### src/hw/rtl/line_segment_clipper_top_macros.svh
// Assertion macros for the line segment clipper RTL.
`ifndef LINE_SEGMENT_CLIPPER_TOP_MACROS_SVH
`define LINE_SEGMENT_CLIPPER_TOP_MACROS_SVH

// Same-cycle implication, disabled while reset is asserted.
`define LSC_ASSERT_IMPL(label, clk, rst_n, ante, cons, msg) \
  label: assert property (@(posedge clk) disable iff (!rst_n) (ante) |-> (cons)) \
    else $error(msg);

// Next-cycle implication, disabled while reset is asserted.
`define LSC_ASSERT_NEXT(label, clk, rst_n, ante, cons, msg) \
  label: assert property (@(posedge clk) disable iff (!rst_n) (ante) |=> (cons)) \
    else $error(msg);

`endif

### src/hw/rtl/lsc_pkg.sv
// Shared constants and types for the line segment clipper.
package lsc_pkg;

  // Default coordinate width.
  localparam int COORD_BITS_DEF = 12;

  // Upper bound on clipping rounds for one item.
  localparam int MAX_ROUNDS = 16;

  // Configuration register indexes.
  localparam int CFG_IDX_BITS = 2;
  localparam logic [CFG_IDX_BITS-1:0] REG_CLIP_LEFT  = 2'd0;
  localparam logic [CFG_IDX_BITS-1:0] REG_CLIP_RIGHT = 2'd1;
  localparam logic [CFG_IDX_BITS-1:0] REG_CLIP_YMAX  = 2'd2;
  localparam logic [CFG_IDX_BITS-1:0] REG_CLIP_YMIN  = 2'd3;

  // Region outcode of one endpoint.
  typedef struct packed {
    logic bottom;
    logic right;
    logic top;
    logic left;
  } outcode_t;

endpackage

### src/hw/rtl/line_segment_clipper_top.sv
// Cohen-Sutherland segment clipper with a shared multiply and serial divider.
//
//   Channel  Direction  Handshake            Payload
//   in       input      in_valid/in_stall    in_start_x, in_start_y, in_end_x, in_end_y
//   out      output     out_valid/out_stall  out_accepted, out_clip_start_x/y,
//                                            out_clip_end_x/y
//   cfg      input      cfg_we               cfg_index, cfg_wdata
//
// From acceptance to its result an item goes through its clipping rounds:
// at most four for a proper rectangle and up to MAX_ROUNDS (16) when the
// rectangle is inverted.
// Each round is one outcode check, one multiply, COORD_BITS restoring divide
// steps of the one-bit-per-cycle divider and one endpoint update.
// Reset is synchronous and active low and clears the clip rectangle to full range.
// A new item is taken while the previous result still waits under out_stall;
// a finished item waits in its check step only if that result is still held.
module line_segment_clipper_top #(
  parameter int COORD_BITS = lsc_pkg::COORD_BITS_DEF
) (
  input  logic                            clk,
  input  logic                            rst_n,
  // Input channel
  input  logic                            in_valid,
  output logic                            in_stall,
  input  logic [COORD_BITS-1:0]           in_start_x,
  input  logic [COORD_BITS-1:0]           in_start_y,
  input  logic [COORD_BITS-1:0]           in_end_x,
  input  logic [COORD_BITS-1:0]           in_end_y,
  // Result channel
  output logic                            out_valid,
  input  logic                            out_stall,
  output logic                            out_accepted,
  output logic [COORD_BITS-1:0]           out_clip_start_x,
  output logic [COORD_BITS-1:0]           out_clip_start_y,
  output logic [COORD_BITS-1:0]           out_clip_end_x,
  output logic [COORD_BITS-1:0]           out_clip_end_y,
  // Configuration port
  input  logic                            cfg_we,
  input  logic [lsc_pkg::CFG_IDX_BITS-1:0] cfg_index,
  input  logic [COORD_BITS-1:0]           cfg_wdata
);

`include "line_segment_clipper_top_macros.svh"

  localparam int N      = COORD_BITS;
  localparam int CntW   = $clog2(N);
  localparam int RoundW = $clog2(lsc_pkg::MAX_ROUNDS + 1);

  localparam logic [2:0] ST_IDLE  = 3'd0;
  localparam logic [2:0] ST_CHECK = 3'd1;
  localparam logic [2:0] ST_MUL   = 3'd2;
  localparam logic [2:0] ST_DIV   = 3'd3;
  localparam logic [2:0] ST_UPD   = 3'd4;

  // Outcode of one point against the current rectangle.
  function automatic lsc_pkg::outcode_t region_code(
    input logic [N-1:0] x, input logic [N-1:0] y,
    input logic [N-1:0] left, input logic [N-1:0] right,
    input logic [N-1:0] ymax, input logic [N-1:0] ymin
  );
    lsc_pkg::outcode_t c;
    c.left   = (x < left);
    c.right  = !(x < left) && (x > right);
    c.top    = (y > ymax);
    c.bottom = !(y > ymax) && (y < ymin);
    return c;
  endfunction

  logic [2:0]        state_r, state_nxt;
  logic [N-1:0]      clip_left_r, clip_right_r, clip_ymax_r, clip_ymin_r;
  logic [N-1:0]      ax_r, ay_r, bx_r, by_r;
  logic [N-1:0]      ax_nxt, ay_nxt, bx_nxt, by_nxt;
  logic [N-1:0]      edge_r, edge_nxt;
  logic              sel_x_r, sel_x_nxt;
  logic              move_b_r, move_b_nxt;
  logic [RoundW-1:0] rounds_r, rounds_nxt;
  logic [N-1:0]      rem_r, rem_nxt;
  logic [N-1:0]      num_lo_r, num_lo_nxt;
  logic [N-1:0]      quo_r, quo_nxt;
  logic [N-1:0]      den_r, den_nxt;
  logic              neg_r, neg_nxt;
  logic              den_zero_r, den_zero_nxt;
  logic [CntW-1:0]   cnt_r, cnt_nxt;

  logic              out_valid_r, out_valid_nxt;
  logic              out_acc_r, out_acc_nxt;
  logic [N-1:0]      out_sx_r, out_sy_r, out_ex_r, out_ey_r;
  logic [N-1:0]      out_sx_nxt, out_sy_nxt, out_ex_nxt, out_ey_nxt;

  lsc_pkg::outcode_t ca, cb, csel;
  logic [3:0]        code_or, code_and;
  logic              finish, all_in, out_free, in_take;

  logic signed [N:0]     t_s, m_s, d_s;
  logic signed [2*N+1:0] prod_s, prod_abs;
  logic signed [N:0]     d_abs;

  logic [N:0]            cand;
  logic [N:0]            diff;
  logic                  fits;

  logic signed [N+1:0]   q_s, new_s;
  logic [N-1:0]          base, new_c;

  // Configuration registers.
  always_ff @(posedge clk) begin
    if (!rst_n) begin
      clip_left_r  <= '0;
      clip_right_r <= '1;
      clip_ymax_r  <= '1;
      clip_ymin_r  <= '0;
    end else if (cfg_we) begin
      unique case (cfg_index)
        lsc_pkg::REG_CLIP_LEFT:  clip_left_r  <= cfg_wdata;
        lsc_pkg::REG_CLIP_RIGHT: clip_right_r <= cfg_wdata;
        lsc_pkg::REG_CLIP_YMAX:  clip_ymax_r  <= cfg_wdata;
        lsc_pkg::REG_CLIP_YMIN:  clip_ymin_r  <= cfg_wdata;
        default: ;
      endcase
    end
  end

  // Outcodes and the stop test for the current endpoints.
  always_comb begin
    ca       = region_code(ax_r, ay_r, clip_left_r, clip_right_r, clip_ymax_r, clip_ymin_r);
    cb       = region_code(bx_r, by_r, clip_left_r, clip_right_r, clip_ymax_r, clip_ymin_r);
    code_or  = ca | cb;
    code_and = ca & cb;
    all_in   = (code_or == 4'd0);
    finish   = all_in || (code_and != 4'd0) ||
               (rounds_r == RoundW'(lsc_pkg::MAX_ROUNDS));
    csel     = (ca != 4'd0) ? ca : cb;
    out_free = !out_valid_r || !out_stall;
    in_take  = (state_r == ST_IDLE) && in_valid;
  end

  // Shared multiplier: numerator and divisor of the intersection.
  always_comb begin
    if (sel_x_r) begin
      t_s = $signed({1'b0, edge_r}) - $signed({1'b0, ax_r});
      m_s = $signed({1'b0, by_r}) - $signed({1'b0, ay_r});
      d_s = $signed({1'b0, bx_r}) - $signed({1'b0, ax_r});
    end else begin
      t_s = $signed({1'b0, edge_r}) - $signed({1'b0, ay_r});
      m_s = $signed({1'b0, bx_r}) - $signed({1'b0, ax_r});
      d_s = $signed({1'b0, by_r}) - $signed({1'b0, ay_r});
    end
    prod_s   = t_s * m_s;
    prod_abs = prod_s[2*N+1] ? -prod_s : prod_s;
    d_abs    = d_s[N] ? -d_s : d_s;
  end

  // One restoring divide step.
  always_comb begin
    cand = {rem_r, num_lo_r[N-1]};
    diff = cand - {1'b0, den_r};
    fits = (cand >= {1'b0, den_r});
  end

  // Floor correction and the new endpoint coordinate.
  always_comb begin
    if (den_zero_r) begin
      q_s = '0;
    end else if (neg_r) begin
      q_s = -$signed({2'b00, quo_r}) - $signed({{(N+1){1'b0}}, (rem_r != '0)});
    end else begin
      q_s = $signed({2'b00, quo_r});
    end
    base  = sel_x_r ? ay_r : ax_r;
    new_s = $signed({2'b00, base}) + q_s;
    new_c = new_s[N-1:0];
  end

  // Sequencer and datapath next state.
  always_comb begin
    state_nxt     = state_r;
    ax_nxt        = ax_r;
    ay_nxt        = ay_r;
    bx_nxt        = bx_r;
    by_nxt        = by_r;
    edge_nxt      = edge_r;
    sel_x_nxt     = sel_x_r;
    move_b_nxt    = move_b_r;
    rounds_nxt    = rounds_r;
    rem_nxt       = rem_r;
    num_lo_nxt    = num_lo_r;
    quo_nxt       = quo_r;
    den_nxt       = den_r;
    neg_nxt       = neg_r;
    den_zero_nxt  = den_zero_r;
    cnt_nxt       = cnt_r;
    out_valid_nxt = out_valid_r && out_stall;
    out_acc_nxt   = out_acc_r;
    out_sx_nxt    = out_sx_r;
    out_sy_nxt    = out_sy_r;
    out_ex_nxt    = out_ex_r;
    out_ey_nxt    = out_ey_r;

    unique case (state_r)
      ST_IDLE: begin
        if (in_take) begin
          ax_nxt     = in_start_x;
          ay_nxt     = in_start_y;
          bx_nxt     = in_end_x;
          by_nxt     = in_end_y;
          rounds_nxt = '0;
          state_nxt  = ST_CHECK;
        end
      end
      ST_CHECK: begin
        if (finish) begin
          // Deliver once the output register is free.
          if (out_free) begin
            out_valid_nxt = 1'b1;
            out_acc_nxt   = all_in;
            out_sx_nxt    = all_in ? ax_r : '0;
            out_sy_nxt    = all_in ? ay_r : '0;
            out_ex_nxt    = all_in ? bx_r : '0;
            out_ey_nxt    = all_in ? by_r : '0;
            state_nxt     = ST_IDLE;
          end
        end else begin
          // Pick the endpoint and edge: left, top, right, bottom.
          move_b_nxt = (ca == 4'd0);
          sel_x_nxt  = csel.left || (!csel.top && csel.right);
          if (csel.left) begin
            edge_nxt = clip_left_r;
          end else if (csel.top) begin
            edge_nxt = clip_ymax_r;
          end else if (csel.right) begin
            edge_nxt = clip_right_r;
          end else begin
            edge_nxt = clip_ymin_r;
          end
          rounds_nxt = rounds_r + RoundW'(1);
          state_nxt  = ST_MUL;
        end
      end
      ST_MUL: begin
        // Load the divider with magnitudes; the quotient fits in N bits.
        rem_nxt      = prod_abs[2*N-1:N];
        num_lo_nxt   = prod_abs[N-1:0];
        den_nxt      = d_abs[N-1:0];
        neg_nxt      = prod_s[2*N+1] ^ d_s[N];
        den_zero_nxt = (d_s == '0);
        quo_nxt      = '0;
        cnt_nxt      = '0;
        state_nxt    = ST_DIV;
      end
      ST_DIV: begin
        rem_nxt    = fits ? diff[N-1:0] : cand[N-1:0];
        quo_nxt    = {quo_r[N-2:0], fits};
        num_lo_nxt = {num_lo_r[N-2:0], 1'b0};
        cnt_nxt    = cnt_r + CntW'(1);
        if (cnt_r == CntW'(N - 1)) begin
          state_nxt = ST_UPD;
        end
      end
      ST_UPD: begin
        if (move_b_r) begin
          bx_nxt = sel_x_r ? edge_r : new_c;
          by_nxt = sel_x_r ? new_c : edge_r;
        end else begin
          ax_nxt = sel_x_r ? edge_r : new_c;
          ay_nxt = sel_x_r ? new_c : edge_r;
        end
        state_nxt = ST_CHECK;
      end
      default: state_nxt = ST_IDLE;
    endcase
  end

  // Control registers.
  always_ff @(posedge clk) begin
    if (!rst_n) begin
      state_r     <= ST_IDLE;
      out_valid_r <= 1'b0;
      rounds_r    <= '0;
      cnt_r       <= '0;
    end else begin
      state_r     <= state_nxt;
      out_valid_r <= out_valid_nxt;
      rounds_r    <= rounds_nxt;
      cnt_r       <= cnt_nxt;
    end
  end

  // Payload registers.
  always_ff @(posedge clk) begin
    ax_r       <= ax_nxt;
    ay_r       <= ay_nxt;
    bx_r       <= bx_nxt;
    by_r       <= by_nxt;
    edge_r     <= edge_nxt;
    sel_x_r    <= sel_x_nxt;
    move_b_r   <= move_b_nxt;
    rem_r      <= rem_nxt;
    num_lo_r   <= num_lo_nxt;
    quo_r      <= quo_nxt;
    den_r      <= den_nxt;
    neg_r      <= neg_nxt;
    den_zero_r <= den_zero_nxt;
    out_acc_r  <= out_acc_nxt;
    out_sx_r   <= out_sx_nxt;
    out_sy_r   <= out_sy_nxt;
    out_ex_r   <= out_ex_nxt;
    out_ey_r   <= out_ey_nxt;
  end

  // Port drive.
  assign in_stall         = (state_r != ST_IDLE);
  assign out_valid        = out_valid_r;
  assign out_accepted     = out_acc_r;
  assign out_clip_start_x = out_sx_r;
  assign out_clip_start_y = out_sy_r;
  assign out_clip_end_x   = out_ex_r;
  assign out_clip_end_y   = out_ey_r;

  // Checks on the sequencer and the result.
  `LSC_ASSERT_NEXT(a_item_starts_check, clk, rst_n, in_valid && !in_stall, state_r == ST_CHECK, "accepted item did not enter the check step")
  `LSC_ASSERT_IMPL(a_reject_zero, clk, rst_n, out_valid && !out_accepted, (out_clip_start_x | out_clip_start_y | out_clip_end_x | out_clip_end_y) == '0, "rejected result carries nonzero coordinates")
  `LSC_ASSERT_NEXT(a_div_ends, clk, rst_n, state_r == ST_DIV && cnt_r == CntW'(N - 1), state_r == ST_UPD, "divider did not hand over to the update step")
  `LSC_ASSERT_IMPL(a_round_bound, clk, rst_n, state_r != ST_IDLE, rounds_r <= RoundW'(lsc_pkg::MAX_ROUNDS), "round count ran past its limit")

endmodule

### config.mk
export PLATFORM = sky130hd
export DESIGN_NAME = line_segment_clipper_top
export DESIGN_NICKNAME = d
export VERILOG_FILES = /design/src/hw/rtl/lsc_pkg.sv /design/src/hw/rtl/line_segment_clipper_top.sv
export VERILOG_INCLUDE_DIRS = /design/src /design/src/hw/rtl
export SDC_FILE = /design/constraint.sdc
export NUM_CORES = 1
export LEC_CHECK = 0
export ABC_CLOCK_PERIOD_IN_PS = 15000
export BUFFER_PORTS_ARGS = -buffer_cell sky130_fd_sc_hd__buf_2
export CAP_MARGIN = 30
export CORE_ASPECT_RATIO = 0.7
export CORE_MARGIN = 5
export CORE_UTILIZATION = 58
export CTS_CLUSTER_DIAMETER = 30
export DETAILED_ROUTE_END_ITERATION = 8
export GPL_ROUTABILITY_DRIVEN = 1
export PLACE_DENSITY = 0.76
export SLEW_MARGIN = 20
export SYNTH_ARGS = -nofsm -noshare
export SYNTH_HDL_FRONTEND = slang
export SYNTH_SLANG_ARGS = --single-unit
### constraint.sdc
create_clock -name clk -period 15 [get_ports clk]
set_input_delay 2.25 -clock clk [delete_from_list [all_inputs] [get_ports clk]]
set_output_delay 2.25 -clock clk [all_outputs]
set_load 0.05 [all_outputs]
==> reports/metrics.csv, run 1 <==
stage,metric,value,unit
outcome,outcome,"finished, final reports clean",
drt,DRT iter0 DRCs,2037,
logic_synthesis,"Seq/Total Area, Yosys",27.5,%
die,Die X,243,um
logic_synthesis,number of synthesized flops with an enable pin,161,
setup_path,crit end category,flip-flop,
final_layout,Final nets,2947,
logic_synthesis,Post-Synthesis Cells,2364,
cts,worst skew pair latency,570,ps
cts,# resized after CTS,0,
setup_path,CP max stage delay,760,ps
setup_path,CP Max Fanout,89,
timing,Final setup viols,0,
setup_path,WP buf/inv,6,
drt,Routed WL per cell,22.1,um
cts,CTS tree,yes,
cts,TritonCTS Buffers,42,
final_layout,fillers,2976,
setup_path,CP top delay family,adder cells,
final_layout,layout cells sized above 1,10.6,%
timing,RSZ-0062 raised after global routing,no,
setup_path,"most used cell, CP",fa_1,
logic_synthesis,Synthesis Warnings,0,
die,FP Rows,59,
grt,vias in the first global route,17817,
grt,first-pass GRT wire length,103000,um
drt,1st-pass router iterations,5,
min_path,Hold Crit Class,flip-flop to flip-flop,
cts,clk root buf,clkbuf_16,
placement,Detailed Place HPWL,52300,um
logic_synthesis,synth cell count leaders,"302 x inv_1, 246 x nand2_1, 236 x ha_1",
logic_synthesis,Synth Flop Type,edfxtp_1,
cts,cts hold-fix bufs,0,
drt,DRC Markers,0,
placement,Placer Congestion,0.993,
logic_synthesis,share of the synthesized area in the top cell type,22.0,%
cts,H-tree levels,2,
timing,Worst Max-Slew Pin Slew,968,ps
cts,number of setup buffers added after CTS,0,
logic_synthesis,cell type with the largest total area after synthesis,edfxtp_1,
logic_synthesis,"FFs w/ async S/R, synth",0,%
logic_synthesis,"Distinct cells, synth",79,
logic_synthesis,syn nets,2834,
setup_path,CP arrival,10760,ps
die,die area,42000,um2
final_layout,Ant. Diodes,0,
grt,largest net degree at the start of global routing,90,
logic_synthesis,"Cell Area, Synth",22000,um2
timing,setup TNS,0,ps
drt,final antenna-violating net count,0,
run,MaxCap Viol Count,0,
cts,clock sink count,222,
timing,minimum clock period,10490,ps
grt,grt ovf,0,
timing,Fmax,0.0953,GHz
drt,vias,18170,
grt,total track usage,31.1,%
logic_synthesis,"Avg Cell Area, Syn",9.31,um2
die,# IOs,118,
timing,endpoints failing hold,0,
placement,port buffer count,117,
grt,initial antenna violation count,2,
setup_path,"Req. time, crit path",15270,ps
timing,max_slew headroom,35.5,%
drt,via/cell ratio,6.06,
timing,Clock Skew,42.4,ps
logic_synthesis,"count leader, synth",inv_1,
setup_path,CP Launch Type,flip-flop,
timing,Final Slew Violations,0,
logic_synthesis,Synth Register Bits,222,
die,die span in y,173,um
timing,fin crit share,69.9,%
die,Core ar.,37400,um2
setup_path,Critical-path top delay cell,buf_4,
setup_path,Crit Path Class,flip-flop to flip-flop,
cts,maximum buffer depth of the clock tree,3,
cts,CTS clock-pin slew for the worst setup and hold paths,60,ps
drt,Total Wirelength,66200,um
die,initial core utilization,58.9,%
final_layout,Area Overhead vs Synth,11.7,%
logic_synthesis,Synth area leaders,"edfxtp_1 22%, fa_1 15%, ha_1 13%",
==> placed cells by master, fill, tap and decap left out, types with 61 or more instances in the layout <==
master	n
ha_1	236
nor2_1	178
a21oi_1	109
edfxtp_1	161
fa_1	167
xnor2_1	83
o21ai_0	73
dfxtp_1	61
buf_2	117
and2_1	76
nand2_1	246
inv_1	302
==> tightest hold or removal path: stages (launching register included) <==
cell	delay, ps
dfxtp_1	320
nand2_1	60
a21boi_0	60
==> kinds of logic after synthesis <==
family / count (synthesis) / synth area share (%)
simple gates: 723 / 15.8
compound gates: 445 / 13.4
fa+ha+maj: 403 / 28.6
buf+inv: 381 / 6.59
flops: 222 / 27.5
xor+xnor: 118 / 4.69
mux: 72 / 3.35
==> worst paths after layout <==
path | slack [ps] | end | cells past startpoint | startpoint
min reg2reg | 490 | cnt_r[1] | 2 | cnt_r[1]
max reg2reg | 4510 | rem_r[9] | 37 | sel_x_r
min | 490 | cnt_r[1] | 2 | cnt_r[1]
max | 4510 | rem_r[9] | 37 | sel_x_r
==> metal layers <==
metal | wire length, um | GRT usage, % | up-vias
met1 | 29600 | 46.5 | 8873
met4 | 1250 | 5.79 | 0
met5 | 0 | 0 | -
met2 | 26700 | 43.6 | 929
met3 | 8660 | 11.5 | 106
li1 | - | - | 8262
==> per-stage QoR <==
stage,setup slack [ps],utilization (%),cells,instance area (um2),hold WS (ps)
6_report,4510,65.8,2999,24600,492
3_5_place_dp,4700,61.9,2919,23100,494
4_1_cts,4630,65.7,2997,24500,495
5_1_grt,3910,65.8,2999,24600,520
2_1_floorplan,5070,-,2364,22000,456
3_3_place_gp,5010,61.9,2918,23100,473
==> cell type report <==
cell class | instances | area (um2) | area share [%]
clock buffers | 49 | 1110 | 4.51
clock inverters | 29 | 294 | 1.20
inverters | 302 | 1130 | 4.61
multi-input cells | 1761 | 14500 | 59.2
flip-flops and latches | 222 | 6060 | 24.6
well taps | 488 | 611 | 2.48
repair buffers | 148 | 831 | 3.38
Power of run 1 is left out: the tool's default activity adds up to more than one toggle a clock period on the data nets, which glitch-free logic cannot reach.
==> run 2: changes to the inputs <==
--- a/config.mk
+++ b/config.mk
@@ -6,7 +6,7 @@
 export SDC_FILE = /design/constraint.sdc
 export NUM_CORES = 1
 export LEC_CHECK = 0
-export ABC_CLOCK_PERIOD_IN_PS = 15000
+export ABC_CLOCK_PERIOD_IN_PS = 9500
 export BUFFER_PORTS_ARGS = -buffer_cell sky130_fd_sc_hd__buf_2
 export CAP_MARGIN = 30
 export CORE_ASPECT_RATIO = 0.7
@@ -15,7 +15,7 @@
 export CTS_CLUSTER_DIAMETER = 30
 export DETAILED_ROUTE_END_ITERATION = 8
 export GPL_ROUTABILITY_DRIVEN = 1
-export PLACE_DENSITY = 0.76
+export PLACE_DENSITY = 0.79
 export SLEW_MARGIN = 20
 export SYNTH_ARGS = -nofsm -noshare
 export SYNTH_HDL_FRONTEND = slang
==> constraint.sdc (replaced) <==
create_clock -name clk -period 9.5 [get_ports clk]
set_input_delay 1.425 -clock clk [delete_from_list [all_inputs] [get_ports clk]]
set_output_delay 1.425 -clock clk [all_outputs]
set_load 0.05 [all_outputs]
==> reports/metrics.csv, run 2 (synthesized netlist as in run 1, its figures left out) <==
stage,metric,value,unit
timing,Final Slew Violations,0,
drt,1st-pass router iterations,6,
final_layout,Final nets,2977,
drt,Total Wirelength,67300,um
setup_path,"most used cell, CP",fa_1,
setup_path,CP Launch Type,flip-flop,
run,MaxCap Viol Count,0,
setup_path,crit end category,flip-flop,
timing,setup TNS,0,ps
drt,vias,18421,
setup_path,CP max stage delay,530,ps
grt,initial antenna violation count,2,
timing,Fmax,0.111,GHz
setup_path,Crit Path Class,flip-flop to flip-flop,
die,Core ar.,37400,um2
drt,via/cell ratio,6.08,
setup_path,CP arrival,9310,ps
cts,clk root buf,clkbuf_16,
die,Die X,243,um
cts,cts hold-fix bufs,0,
final_layout,layout cells sized above 1,12.3,%
timing,Worst Max-Slew Pin Slew,1030,ps
die,FP Rows,59,
die,die span in y,173,um
placement,Placer Congestion,1.03,
grt,largest net degree at the start of global routing,61,
final_layout,fillers,2947,
placement,port buffer count,117,
setup_path,"Req. time, crit path",9780,ps
timing,fin crit share,95.0,%
drt,final antenna-violating net count,0,
cts,worst skew pair latency,560,ps
timing,Final setup viols,0,
die,# IOs,118,
final_layout,"commonest non-fill, non-tap cells in the layout","302 x inv_1, 246 x nand2_1, 236 x ha_1",
grt,first-pass GRT wire length,104000,um
setup_path,Critical-path top delay cell,fa_1,
min_path,Hold Crit Class,flip-flop to flip-flop,
drt,DRC Markers,0,
cts,maximum buffer depth of the clock tree,3,
cts,clock sink count,222,
grt,vias in the first global route,18021,
placement,Detailed Place HPWL,53000,um
final_layout,"most common cell after layout, fill and taps aside",inv_1,
die,initial core utilization,58.9,%
timing,endpoints failing hold,0,
final_layout,Area Overhead vs Synth,13.2,%
die,die area,42000,um2
drt,Routed WL per cell,22.2,um
timing,max_slew headroom,30.7,%
cts,H-tree levels,2,
grt,grt ovf,0,
timing,RSZ-0062 raised after global routing,no,
drt,DRT iter0 DRCs,2290,
outcome,outcome,"finished, final reports clean",
setup_path,CP top delay family,adder cells,
cts,CTS tree,yes,
grt,total track usage,31.5,%
setup_path,WP buf/inv,4,
cts,TritonCTS Buffers,43,
timing,Clock Skew,41.3,ps
setup_path,CP Max Fanout,10,
timing,minimum clock period,9030,ps
cts,CTS clock-pin slew for the worst setup and hold paths,60,ps
[run 2: per-layer routing]
layer / global-route usage, % / wire length, um
met1: 46.6 / 28900
met2: 44.4 / 27600
met3: 11.6 / 9380
met4: 6.73 / 1430
met5: 0 / 13
[run 2: worst min-delay path, delay by kind of cell (launching register included)]
family | cells | cell delay (ps)
flip-flops | 1 | 320
AND/OR/NAND/NOR | 1 | 50
AO/OA/AOI/OAI | 1 | 70
[run 2: timing repair]
action,4_1_cts,5_1_grt
endpoints found under the setup margin,0,24
setup buffers,0,5
gates resized for setup,0,14
[run 2: final timing paths]
path	from	end	slack, ps	cells past startpoint
worst max-delay path	ay_r[0]	rem_r[11]	470	34
worst min-delay path	clip_ymin_r[8]	clip_ymin_r[8]	490	2
worst max register to register	ay_r[0]	rem_r[11]	470	34
worst min register to register	clip_ymin_r[8]	clip_ymin_r[8]	490	2
[run 2: through the flow]
step / hold WS, ps / cells / utilization, % / cell area [um2] / setup slack, ps
after floorplan: 456 / 2364 / - / 22000 / 30.9
after global placement: 474 / 2942 / 62.4 / 23300 / 497
after detailed placement: 487 / 2943 / 62.4 / 23300 / 74.2
after CTS: 494 / 3022 / 66.3 / 24800 / 38.6
after global routing: 517 / 3030 / 66.7 / 24900 / 17.5
final: 491 / 3030 / 66.7 / 24900 / 472
[run 2: cell type report]
cell class	instances	area [um2]	area share, %
multi-input combinational	1761	14600	58.6
sequential	222	6060	24.3
inverter	302	1130	4.55
clock buffer	47	1130	4.54
timing repair buffer	177	1050	4.20
tap	488	611	2.45
clock inverter	32	334	1.34
antenna	1	2.50	0.0100
Power of run 2 is left out for the same reason.
==> run 3: changes to the inputs <==
--- a/config.mk
+++ b/config.mk
@@ -16,6 +16,7 @@
 export DETAILED_ROUTE_END_ITERATION = 8
 export GPL_ROUTABILITY_DRIVEN = 1
 export PLACE_DENSITY = 0.79
+export RECOVER_POWER = 25
 export SLEW_MARGIN = 20
 export SYNTH_ARGS = -nofsm -noshare
 export SYNTH_HDL_FRONTEND = slang
==> reports/metrics.csv, run 3 (synthesized netlist as in run 1, its figures left out) <==
stage,metric,value,unit
setup_path,CP max stage delay,530,ps
setup_path,CP Launch Type,flip-flop,
drt,final antenna-violating net count,0,
setup_path,R2R cell count,34,
drt,Total Wirelength,67400,um
outcome,outcome,"complete, but fails checks",
final_layout,layout cells sized above 1,12.0,%
die,# IOs,118,
timing,Final Slew Violations,72,
cts,clock sink count,222,
cts,CTS clock-pin slew for the worst setup and hold paths,50,ps
cts,worst skew pair latency,550,ps
drt,DRT iter0 DRCs,2145,
timing,minimum clock period,9020,ps
setup_path,CP arrival,9300,ps
die,die span in y,173,um
placement,Placer Congestion,1.03,
setup_path,reg2reg end,rem_r[11],
placement,Detailed Place HPWL,53000,um
setup_path,Critical Path Stages,34,
setup_path,Crit Path Class,flip-flop to flip-flop,
setup_path,WP buf/inv,4,
die,die area,42000,um2
timing,Worst Max-Slew Pin Slew,2240,ps
grt,first-pass GRT wire length,104000,um
setup_path,CP Max Fanout,10,
grt,initial antenna violation count,2,
drt,Routed WL per cell,22.2,um
run,MaxCap Viol Count,2,
grt,grt ovf,0,
cts,CTS tree,yes,
drt,1st-pass router iterations,5,
setup_path,"Req. time, crit path",9780,ps
cts,TritonCTS Buffers,43,
setup_path,CP top delay family,adder cells,
final_layout,fillers,2954,
setup_path,crit end category,flip-flop,
die,initial core utilization,58.9,%
drt,via/cell ratio,6.08,
cts,H-tree levels,2,
cts,cts hold-fix bufs,0,
grt,total track usage,31.5,%
cts,clk root buf,clkbuf_16,
timing,endpoints failing hold,0,
setup_path,worst setup path endpoint,rem_r[11],
cts,maximum buffer depth of the clock tree,3,
die,Core ar.,37400,um2
grt,largest net degree at the start of global routing,61,
timing,Final setup viols,0,
final_layout,"most common cell after layout, fill and taps aside",inv_1,
timing,fin crit share,94.9,%
setup_path,Critical-path top delay cell,fa_1,
final_layout,Final nets,2977,
drt,vias,18408,
timing,worst hold slack,492,ps
drt,DRC Markers,0,
setup_path,RR Startpoint,ay_r[0],
timing,max_slew headroom,-49.2,%
grt,vias in the first global route,18021,
timing,Clock Skew,34.1,ps
die,Die X,243,um
min_path,Hold Crit Class,flip-flop to flip-flop,
placement,port buffer count,117,
setup_path,internal reg-to-reg setup slack,480,ps
die,FP Rows,59,
final_layout,"commonest non-fill, non-tap cells in the layout","302 x inv_1, 246 x nand2_1, 236 x ha_1",
setup_path,"most used cell, CP",fa_1,
timing,Fmax,0.111,GHz
final_layout,Area Overhead vs Synth,13.1,%
outcome,failing checks,"max-capacitance violations, max-slew violations",
setup_path,worst setup path start,ay_r[0],
-- run 3: cell count changes in the layout (fill, tap and decap cells not counted), sizes merged --
cell | before | now
buf | 177 | 171
clkbuf | 47 | 53
-- run 3: routing by layer --
metal	global-route usage [%]	up-vias	share of wire, %
met2	44.4	1025	41
li1	-	8322	-
met4	6.73	2	2.2
met5	0	-	0.019
met3	11.6	125	14
met1	46.6	8934	43
-- run 3: worst register-to-register path, delay by kind of cell, from the launching register on --
kind,cells,cell delay (ps)
fa+ha+maj,9,3840
compound gates,13,2700
xor+xnor,3,700
simple gates,4,510
buf+inv,4,470
flops,1,420
mux,1,90
-- run 3: worst min-delay path by stage --
| stage | to | cells after the start | startpoint |
|---|---|---|---|
| after floorplan | clip_ymin_r[10] | 2 | clip_ymin_r[10] |
| after global placement | clip_ymin_r[8] | 2 | clip_ymin_r[8] |
| after detailed placement | clip_ymin_r[8] | 2 | clip_ymin_r[8] |
| after CTS | clip_ymin_r[8] | 2 | clip_ymin_r[8] |
| after global routing | clip_ymin_r[5] | 2 | clip_ymin_r[5] |
| final | clip_ymin_r[3] | 2 | clip_ymin_r[3] |
-- run 3: through the flow --
step	instance area [um2]	std cells	util, %	setup slack (ps)	TNS (ps)
2_1_floorplan	22000	2364	-	30.9	0
3_3_place_gp	23300	2942	62.4	497	0
3_5_place_dp	23300	2943	62.4	74.2	0
4_1_cts	24800	3022	66.3	38.6	0
5_1_grt	24900	3030	66.7	-1.80	-1.80
6_report	24900	3030	66.7	480	0
-- run 3: repair_timing --
| item | 4_1_cts | 5_1_grt |
|---|---|---|
| hold endpoints to repair | 0 | 0 |
| gates resized for setup | 0 | 14 |
| setup endpoints to repair | 0 | 24 |
| buffers inserted | 0 | 5 |
-- run 3: final cells by class --
class / instances / area [um2] / share of cell area, %
timing repair buffer: 177 / 1030 / 4.13
multi-input combinational: 1761 / 14600 / 58.6
clock buffer: 47 / 1130 / 4.55
inverter: 302 / 1130 / 4.55
sequential: 222 / 6060 / 24.3
clock inverter: 32 / 334 / 1.34
tap: 488 / 611 / 2.45
antenna: 1 / 2.50 / 0.0101
Power of run 3 is left out for the same reason.
